[config.mk]
export PLATFORM = sky130hd
export DESIGN_NAME = fragment_pair_reassembler_core
export DESIGN_NICKNAME = d
export VERILOG_FILES = /design/src/hw/rtl/fpr_pkg.sv /design/src/hw/rtl/fpr_payload_ram.sv /design/src/hw/rtl/fpr_slot_table.sv /design/src/hw/rtl/fragment_pair_reassembler_core.sv
export SDC_FILE = /design/constraint.sdc
export NUM_CORES = 2
export LEC_CHECK = 0
export ABC_AREA = 1
export BUFFER_PORTS_ARGS = -buffer_cell sky130_fd_sc_hd__buf_2
export CORE_ASPECT_RATIO = 0.6
export CORE_UTILIZATION = 25
export CTS_BUF_LIST = sky130_fd_sc_hd__clkbuf_8
export DETAILED_ROUTE_END_ITERATION = 8
export MAX_ROUTING_LAYER = met4
export PLACE_DENSITY = 0.48
export SYNTH_ARGS = -nofsm -noshare
export SYNTH_HDL_FRONTEND = slang
export SYNTH_SLANG_ARGS = --single-unit
[constraint.sdc]
create_clock -name clk -period 8.9 [get_ports clk]
set_input_delay 0.89 -clock clk [delete_from_list [all_inputs] [get_ports clk]]
set_output_delay 0.89 -clock clk [all_outputs]
set_load 0.02 [all_outputs]
[src/hw/rtl/fpr_pkg.sv]
// ---------------------------------------------------------------------------
// fpr_pkg
// Sizes, codes and types of the fragment pair reassembler.
// ---------------------------------------------------------------------------
package fpr_pkg;

    localparam int SLOTS             = 4;
    localparam int FIRST_PART_BYTES  = 32;
    localparam int SECOND_PART_BYTES = 32;
    localparam int SLOT_BYTES        = FIRST_PART_BYTES + SECOND_PART_BYTES;
    localparam int MEM_DEPTH         = SLOTS * SLOT_BYTES;

    localparam int SLOT_W     = (SLOTS > 1) ? $clog2(SLOTS) : 1;
    localparam int ADDR_W     = $clog2(MEM_DEPTH);
    localparam int BYTE_IDX_W = $clog2(SLOT_BYTES);

    // fragment numbers
    localparam logic [7:0] FRAME_FIRST  = 8'h00;
    localparam logic [7:0] FRAME_SECOND = 8'h01;

    typedef logic [SLOT_W-1:0]     slot_idx_t;
    typedef logic [BYTE_IDX_W-1:0] byte_idx_t;
    typedef logic [ADDR_W-1:0]     mem_addr_t;

    // what the slot table decided for one transfer
    typedef struct packed {
        logic      store;     // write the byte into the payload store
        logic      second;    // byte belongs to the second part
        slot_idx_t slot;      // slot that owns the byte
        logic      complete;  // final byte of the second part stored
    } fpr_decision_t;

    typedef enum logic [1:0] {
        ST_CLEAR,
        ST_IDLE,
        ST_READ,
        ST_LOAD
    } fpr_state_t;

    function automatic mem_addr_t byte_addr(slot_idx_t slot, byte_idx_t idx);
        return ADDR_W'(slot) * ADDR_W'(SLOT_BYTES) + ADDR_W'(idx);
    endfunction

endpackage

[src/hw/rtl/fpr_payload_ram.sv]
// ---------------------------------------------------------------------------
// fpr_payload_ram
// Simple dual-port RAM, one write and one registered read per cycle.
// ---------------------------------------------------------------------------
module fpr_payload_ram #(
    parameter int DEPTH = 256,
    parameter int WIDTH = 8
) (
    input  logic                     clk,
    input  logic                     wr_en,
    input  logic [$clog2(DEPTH)-1:0] wr_addr,
    input  logic [WIDTH-1:0]         wr_data,
    input  logic                     rd_en,
    input  logic [$clog2(DEPTH)-1:0] rd_addr,
    output logic [WIDTH-1:0]         rd_data
);

    logic [WIDTH-1:0] mem_reg [DEPTH];
    logic [WIDTH-1:0] rd_data_reg;

    always_ff @(posedge clk)
    begin
        if (wr_en)
        begin
            mem_reg[wr_addr] <= wr_data;
        end
        if (rd_en)
        begin
            rd_data_reg <= mem_reg[rd_addr];
        end
    end

    assign rd_data = rd_data_reg;

endmodule

[src/hw/rtl/fpr_slot_table.sv]
// ---------------------------------------------------------------------------
// fpr_slot_table
// Slot bookkeeping: pending flags, serials, round-robin pointer, open slot.
// ---------------------------------------------------------------------------
module fpr_slot_table import fpr_pkg::*; (
    input  logic          clk,
    input  logic          rst_n,
    input  logic          accept,
    input  logic [7:0]    frame,
    input  logic [63:0]   source_serial,
    input  logic [4:0]    byte_offset,
    output fpr_decision_t decision
);

    logic        pending_reg [SLOTS];
    logic        pending_next [SLOTS];
    logic [63:0] serial_reg [SLOTS];
    logic [63:0] serial_next [SLOTS];
    slot_idx_t   next_slot_reg, next_slot_next;
    slot_idx_t   cur_slot_reg, cur_slot_next;
    logic        active_reg, active_next;

    logic          hit;
    slot_idx_t     hit_idx;
    slot_idx_t     next_wrap;
    logic          cur_match;
    logic          off_zero;
    logic          first_fits;
    logic          second_fits;
    logic          second_last;
    fpr_decision_t dec;

    always_comb
    begin
        // lowest pending slot with this serial
        hit     = 1'b0;
        hit_idx = '0;
        for (int i = SLOTS - 1; i >= 0; i--)
        begin
            if (pending_reg[i] && serial_reg[i] == source_serial)
            begin
                hit     = 1'b1;
                hit_idx = SLOT_W'(i);
            end
        end

        next_wrap   = (next_slot_reg == SLOT_W'(SLOTS - 1)) ? '0 : next_slot_reg + 1'b1;
        cur_match   = active_reg && (serial_reg[cur_slot_reg] == source_serial);
        off_zero    = (byte_offset == '0);
        first_fits  = (int'(byte_offset) < FIRST_PART_BYTES);
        second_fits = (int'(byte_offset) < SECOND_PART_BYTES);
        second_last = (int'(byte_offset) == SECOND_PART_BYTES - 1);

        pending_next   = pending_reg;
        serial_next    = serial_reg;
        next_slot_next = next_slot_reg;
        cur_slot_next  = cur_slot_reg;
        active_next    = active_reg;
        dec            = '0;
        dec.slot       = cur_slot_reg;

        case (frame)
            FRAME_FIRST:
            begin
                if (off_zero)
                begin
                    dec.slot = hit ? hit_idx : next_slot_reg;
                    if (dec.slot == next_slot_reg)
                    begin
                        next_slot_next = next_wrap;
                    end
                    pending_next[dec.slot] = 1'b1;
                    serial_next[dec.slot]  = source_serial;
                    cur_slot_next          = dec.slot;
                    active_next            = 1'b1;
                    dec.store              = first_fits;
                end
                else
                begin
                    dec.store = cur_match && pending_reg[cur_slot_reg] && first_fits;
                end
            end
            FRAME_SECOND:
            begin
                dec.second = 1'b1;
                if (off_zero)
                begin
                    if (hit)
                    begin
                        dec.slot              = hit_idx;
                        pending_next[hit_idx] = 1'b0;
                        cur_slot_next         = hit_idx;
                        active_next           = 1'b1;
                        dec.store             = second_fits;
                    end
                    else
                    begin
                        active_next = 1'b0;
                    end
                end
                else
                begin
                    dec.store = cur_match && !pending_reg[cur_slot_reg] && second_fits;
                end
                dec.complete = dec.store && second_last;
                if (dec.complete)
                begin
                    active_next = 1'b0;
                end
            end
            default:
            begin
            end
        endcase
    end

    assign decision = dec;

    always_ff @(posedge clk or negedge rst_n)
    begin
        if (!rst_n)
        begin
            for (int i = 0; i < SLOTS; i++)
            begin
                pending_reg[i] <= 1'b0;
                serial_reg[i]  <= '0;
            end
            next_slot_reg <= '0;
            cur_slot_reg  <= '0;
            active_reg    <= 1'b0;
        end
        else if (accept)
        begin
            pending_reg   <= pending_next;
            serial_reg    <= serial_next;
            next_slot_reg <= next_slot_next;
            cur_slot_reg  <= cur_slot_next;
            active_reg    <= active_next;
        end
    end

endmodule

[src/hw/rtl/fragment_pair_reassembler_core.sv]
// ---------------------------------------------------------------------------
// fragment_pair_reassembler_core
// Timing: a byte is stored at its input transfer; a completing byte starts
// emission, where READ reads each payload byte from the RAM and LOAD moves it
// into the output register, waiting while the held output byte is stalled.
// Throughput: 1 input per cycle in IDLE; clearing and emission stall the input.
// Reset: a clearing pass writes zero to all MEM_DEPTH (256) RAM entries.
// ---------------------------------------------------------------------------
module fragment_pair_reassembler_core import fpr_pkg::*; (
    input  logic        clk,
    input  logic        rst_n,
    // input channel
    input  logic        in_valid,
    output logic        in_stall,
    input  logic [7:0]  frame,
    input  logic [63:0] source_serial,
    input  logic [4:0]  byte_offset,
    input  logic [7:0]  data_byte,
    // output channel
    output logic        out_valid,
    input  logic        out_stall,
    output logic [7:0]  out_byte,
    output logic [63:0] origin_serial,
    output logic        last_byte
);

    fpr_state_t    state_reg, state_next;
    mem_addr_t     clr_addr_reg;
    byte_idx_t     emit_idx_reg;
    slot_idx_t     emit_slot_reg;
    logic [63:0]   emit_serial_reg;

    logic          out_valid_reg;
    logic [7:0]    out_byte_reg;
    logic [63:0]   origin_serial_reg;
    logic          last_byte_reg;

    logic          in_xfer;
    logic          out_free;
    logic          emit_last;
    logic          load_out;
    fpr_decision_t dec;
    byte_idx_t     store_idx;

    logic          ram_we;
    mem_addr_t     ram_waddr;
    logic [7:0]    ram_wdata;
    logic          ram_re;
    mem_addr_t     ram_raddr;
    logic [7:0]    ram_rdata;

    // Items are taken only in IDLE: the clearing pass and payload emission
    // both own the RAM and stall the input side.
    assign in_stall = (state_reg != ST_IDLE);
    assign in_xfer  = in_valid && !in_stall;

    // Output register frees up when empty or when its byte is taken now.
    assign out_free  = !out_valid_reg || !out_stall;
    assign emit_last = (emit_idx_reg == BYTE_IDX_W'(SLOT_BYTES - 1));

    fpr_slot_table u_slot_table (
        .clk           (clk),
        .rst_n         (rst_n),
        .accept        (in_xfer),
        .frame         (frame),
        .source_serial (source_serial),
        .byte_offset   (byte_offset),
        .decision      (dec)
    );

    // Byte position within the slot: second-part bytes sit after the first part.
    assign store_idx = dec.second ?
                       BYTE_IDX_W'(FIRST_PART_BYTES) + BYTE_IDX_W'(byte_offset) :
                       BYTE_IDX_W'(byte_offset);

    // Write port: clearing pass after reset, else the accepted byte.
    always_comb
    begin
        if (state_reg == ST_CLEAR)
        begin
            ram_we    = 1'b1;
            ram_waddr = clr_addr_reg;
            ram_wdata = '0;
        end
        else
        begin
            ram_we    = in_xfer && dec.store;
            ram_waddr = byte_addr(dec.slot, store_idx);
            ram_wdata = data_byte;
        end
    end

    // Read port walks the completed slot in byte order.
    assign ram_re    = (state_reg == ST_READ);
    assign ram_raddr = byte_addr(emit_slot_reg, emit_idx_reg);

    fpr_payload_ram #(
        .DEPTH (MEM_DEPTH),
        .WIDTH (8)
    ) u_payload_ram (
        .clk     (clk),
        .wr_en   (ram_we),
        .wr_addr (ram_waddr),
        .wr_data (ram_wdata),
        .rd_en   (ram_re),
        .rd_addr (ram_raddr),
        .rd_data (ram_rdata)
    );

    // Sequencer: CLEAR -> IDLE; on a completing transfer READ/LOAD per byte.
    always_comb
    begin
        state_next = state_reg;
        load_out   = 1'b0;
        unique case (state_reg)
            ST_CLEAR:
            begin
                if (clr_addr_reg == ADDR_W'(MEM_DEPTH - 1))
                begin
                    state_next = ST_IDLE;
                end
            end
            ST_IDLE:
            begin
                if (in_xfer && dec.complete)
                begin
                    state_next = ST_READ;
                end
            end
            ST_READ:
            begin
                state_next = ST_LOAD;
            end
            ST_LOAD:
            begin
                // RAM data holds until the next read, so just wait for space
                if (out_free)
                begin
                    load_out   = 1'b1;
                    state_next = emit_last ? ST_IDLE : ST_READ;
                end
            end
            default:
            begin
                state_next = ST_IDLE;
            end
        endcase
    end

    always_ff @(posedge clk or negedge rst_n)
    begin
        if (!rst_n)
        begin
            state_reg     <= ST_CLEAR;
            clr_addr_reg  <= '0;
            emit_idx_reg  <= '0;
            out_valid_reg <= 1'b0;
        end
        else
        begin
            state_reg <= state_next;
            if (state_reg == ST_CLEAR)
            begin
                clr_addr_reg <= clr_addr_reg + 1'b1;
            end
            if (in_xfer && dec.complete)
            begin
                emit_idx_reg <= '0;
            end
            else if (load_out)
            begin
                emit_idx_reg <= emit_idx_reg + 1'b1;
            end
            if (load_out)
            begin
                out_valid_reg <= 1'b1;
            end
            else if (!out_stall)
            begin
                out_valid_reg <= 1'b0;
            end
        end
    end

    // Payload registers. The serial is latched at completion apart from the
    // output register, which may still hold the previous payload's last byte.
    always_ff @(posedge clk)
    begin
        if (in_xfer && dec.complete)
        begin
            emit_slot_reg   <= dec.slot;
            emit_serial_reg <= source_serial;
        end
        if (load_out)
        begin
            out_byte_reg      <= ram_rdata;
            origin_serial_reg <= emit_serial_reg;
            last_byte_reg     <= emit_last;
        end
    end

    assign out_valid     = out_valid_reg;
    assign out_byte      = out_byte_reg;
    assign origin_serial = origin_serial_reg;
    assign last_byte     = last_byte_reg;

endmodule

==> flow_metrics.tcl <==
set metrics [dict create \
    floorplan.die_area_um2 419000 \
    postSynth.topFlopCell "sky130_fd_sc_hd__edfxtp_1" \
    final_cell_count_no_fill 15100 \
    cts_tree "built" \
    finalCoreUtilization_pct 28.4 \
    gr-total-overflow 0 \
    critical_path.startpoint_type "register" \
    drcViolationCount 0 \
    finalSetupViolCount 0 \
    clock_tree_sinks 2477 \
    dp_slack_ps 2190 \
    post_cts_buffers 0 \
    required_ps 9500 \
    drv_cap 0 \
    count_of_flip_flops_with_a_built_in_enable_after_synthesis 2195 \
    route.vias.total 74500 \
    fmax_ghz 0.146 \
    async_reset_ff_share_pct 11.4 \
    pwr-share-seq_pct 57.0 \
    nets 9385 \
    clockPowerShare_pct 41.3 \
    finalWeightedCongestion 0.989 \
    run_status "finished, final reports clean" \
    syn-cell-area_um2 104000 \
    cts_max_level 5 \
    wire_per_inst_um 25.3 \
    num_rows 183 \
    detail_route.wirelength_um 383000 \
    total_of_buffers_placed_on_input_and_output_ports 163 \
    drt-initial-drc-count 10000 \
    post_cts_resized 0 \
    drtPass1Iterations 8 \
    placed_cells_incl_taps 14500 \
    layout-drive-gt1-share_pct 9.38 \
    layout_common_cells "2195 x sky130_fd_sc_hd__edfxtp_1, 1548 x sky130_fd_sc_hd__nand2_1, 1543 x sky130_fd_sc_hd__nor2_1" \
    yosysSeqAreaShare_pct 70.1 \
    switchingPower_w 0.00508 \
    worst_setup_path_end_kind "register" \
    yosys_warnings 0 \
    sw_frac_of_total_pct 23.2 \
    timing.critical_path.arrival_ps 7440 \
    fin_ws_ps 2050 \
    pwr_density_cell_nw_per_um2 186 \
    initial_utilization_pct 25.1 \
    grtUsageTotal_pct 18.1 \
    r2r.worst_path.cells 17 \
    synth.ff_latch_count 2477 \
    register_to_register_setup_slack_ps 2050 \
    timing.final.max_slew_violations 0 \
    clock_tree.root_cell "sky130_fd_sc_hd__clkbuf_8" \
    worst_skew_pair.late_latency_ps 1050 \
    rsz_0062_raised_after_global_routing "no" \
    timing.clock.skew_ps 90.3 \
    largest_register_ff_count 2048 \
    vias_per_cell 4.93 \
    finalHoldViolCount 0 \
    timing_worst_setup_path_type "register to register" \
    syn_area_per_cell_um2 11.3 \
    post_synthesis_net_count 9330 \
    power.internal_w 0.0168 \
    cts_max_path_buffers 4 \
    cts_buffers 366 \
    io-pin-count 164 \
    first_pass_grt_wire_length_um 538000 \
    leakage_nw 39.0 \
    synth_cell_types 54 \
    syn_inst 9238 \
    grt_max_degree 178 \
    final.setup.tns_ps 0 \
    critical_path_peak_fanout 50 \
    final_min_period_over_clock_period_pct 76.9 \
    die_h_um 502 \
    worst_slew_margin_rel_pct 11.8 \
    floorplan.core_area_um2 414000 \
    grt_antenna_before_repair 33 \
    ant_nets 0 \
    hold_class "input pin to register" \
    min_delay_path_depth 1 \
    grt_pass1_vias 68200 \
    area_delta_synth_final_pct 12.8 \
    post-route-min-period_ps 6850 \
    place_hpwl_um 243000 \
    worst_ir_drop_on_vdd_uv 108 \
    chipWidth_um 835 \
    layout_commonest_cell "sky130_fd_sc_hd__edfxtp_1" \
    fill_cells 43200 \
    clkTransAtPathRegs_ps 70 \
    max_slew.worst_pin.slew_ps 1310 \
    comb_power_share_pct 1.8 \
]
-- power groups by stage --
stage	clock, W	combinational, W	sequential, W
after floorplan	0	0.000146	0.0127
after global placement	0	0.000369	0.0127
after detailed placement	0	0.000365	0.0127
after CTS	0.00923	0.000366	0.0125
after global routing	0.00971	0.000398	0.0125
final	0.00904	0.000385	0.0125
-- layout make-up --
cell class | count | area (µm²) | share of cell area, %
Inverter | 389 | 1490 | 1.27
Sequential cell | 2477 | 73000 | 62.1
Clock buffer | 379 | 5220 | 4.44
Antenna cell | 6 | 15.0 | 0.0128
Multi-Input combinational cell | 5779 | 27300 | 23.3
Timing Repair Buffer | 280 | 2060 | 1.75
Tap cell | 5550 | 6940 | 5.91
Clock inverter | 271 | 1470 | 1.25
-- final timing paths --
| path | to | from |
|---|---|---|
| max | u_payload_ram.mem_reg[100][0]$_DFFE_PP_ | u_slot_table.cur_slot_reg[0]$_DFFE_PN0P_ |
| min | emit_serial_reg[16]$_DFFE_PN_ | source_serial[16] |
| max reg2reg | u_payload_ram.mem_reg[100][0]$_DFFE_PP_ | u_slot_table.cur_slot_reg[0]$_DFFE_PN0P_ |
| min reg2reg | origin_serial[12]$_DFFE_PP_ | emit_serial_reg[12]$_DFFE_PN_ |
| max in group asynchronous | emit_idx_reg[1]$_DFFE_PN0P_ | rst_n |
| min in group asynchronous | u_slot_table.serial_reg[137]$_DFFE_PN0P_ | rst_n |
-- synthesized netlist by cell type, drive strengths merged (14+ instances only) --
cell type / number / area [µm²]
nand3: 323 / 1880
dfrtp: 282 / 7060
xor2: 24 / 210
xnor2: 18 / 158
a21oi: 141 / 717
a31oi: 14 / 87.6
nand2: 1557 / 5880
nor3: 20 / 100
o221ai: 200 / 1750
o21ai: 1380 / 6910
nor2: 1608 / 6170
edfxtp: 2195 / 65900
o22ai: 313 / 1960
clkbuf: 465 / 1750
o211ai: 57 / 428
buf: 128 / 781
inv: 388 / 1460
nand4: 86 / 623
-- metal layers --
| layer | track usage (%) | wire length, µm |
|---|---|---|
| met1 | 29.3 | 196000 |
| met2 | 21.5 | 139000 |
| met3 | 5.56 | 43600 |
| met4 | 2.81 | 5550 |
| met5 | - | 0 |
-- logic make-up (layout without fill, tap and decap cells) --
kind of cell / Yosys count / in the layout / synth area share, %
muxes: 6 / 6 / 0.0649
xor gates and xnor gates: 42 / 42 / 0.353
AOI/OAI and AO/OA: 2123 / 2123 / 11.5
DFF: 2477 / 2477 / 70.1
other: 0 / 6 / 0
adders and majority gates: 3 / 3 / 0.0360
and+or+nand+nor: 3605 / 3605 / 14.1
buffers and inverters: 982 / 1319 / 3.83
-- per-stage QoR --
stage          area (µm²)  total power, W  hold WS, ps
6_report           118000          0.0219          158
5_1_grt            118000          0.0226          106
4_1_cts            118000          0.0221         63.7
3_5_place_dp       111000          0.0131          405
3_3_place_gp       111000          0.0131          402
2_1_floorplan      104000          0.0129          400
-- timing repair --
item                                    4_1_cts  5_1_grt
hold endpoints to repair                     62        0
hold buffers                                  1        0
endpoints found under the setup margin        0        0
-- worst max-delay path, stage by stage, from the launching register on --
cell and delay, ps:
sky130_fd_sc_hd__dfrtp_4 750, sky130_fd_sc_hd__inv_2 830, sky130_fd_sc_hd__nand2_1 120, sky130_fd_sc_hd__nand3_1 110
sky130_fd_sc_hd__nand2_1 290, sky130_fd_sc_hd__nand2_1 160, sky130_fd_sc_hd__o21ai_0 330, sky130_fd_sc_hd__nor3_1 460
sky130_fd_sc_hd__nand2_1 170, sky130_fd_sc_hd__nor2_1 120, sky130_fd_sc_hd__nand2_1 80, sky130_fd_sc_hd__nor2_2 160
sky130_fd_sc_hd__nand4_1 110, sky130_fd_sc_hd__nand2_1 160, sky130_fd_sc_hd__nand3_2 90, sky130_fd_sc_hd__nand3_2 500
sky130_fd_sc_hd__nand3_4 940, sky130_fd_sc_hd__nor2_1 970
No activity file was read; power rests on OpenSTA's default activity.
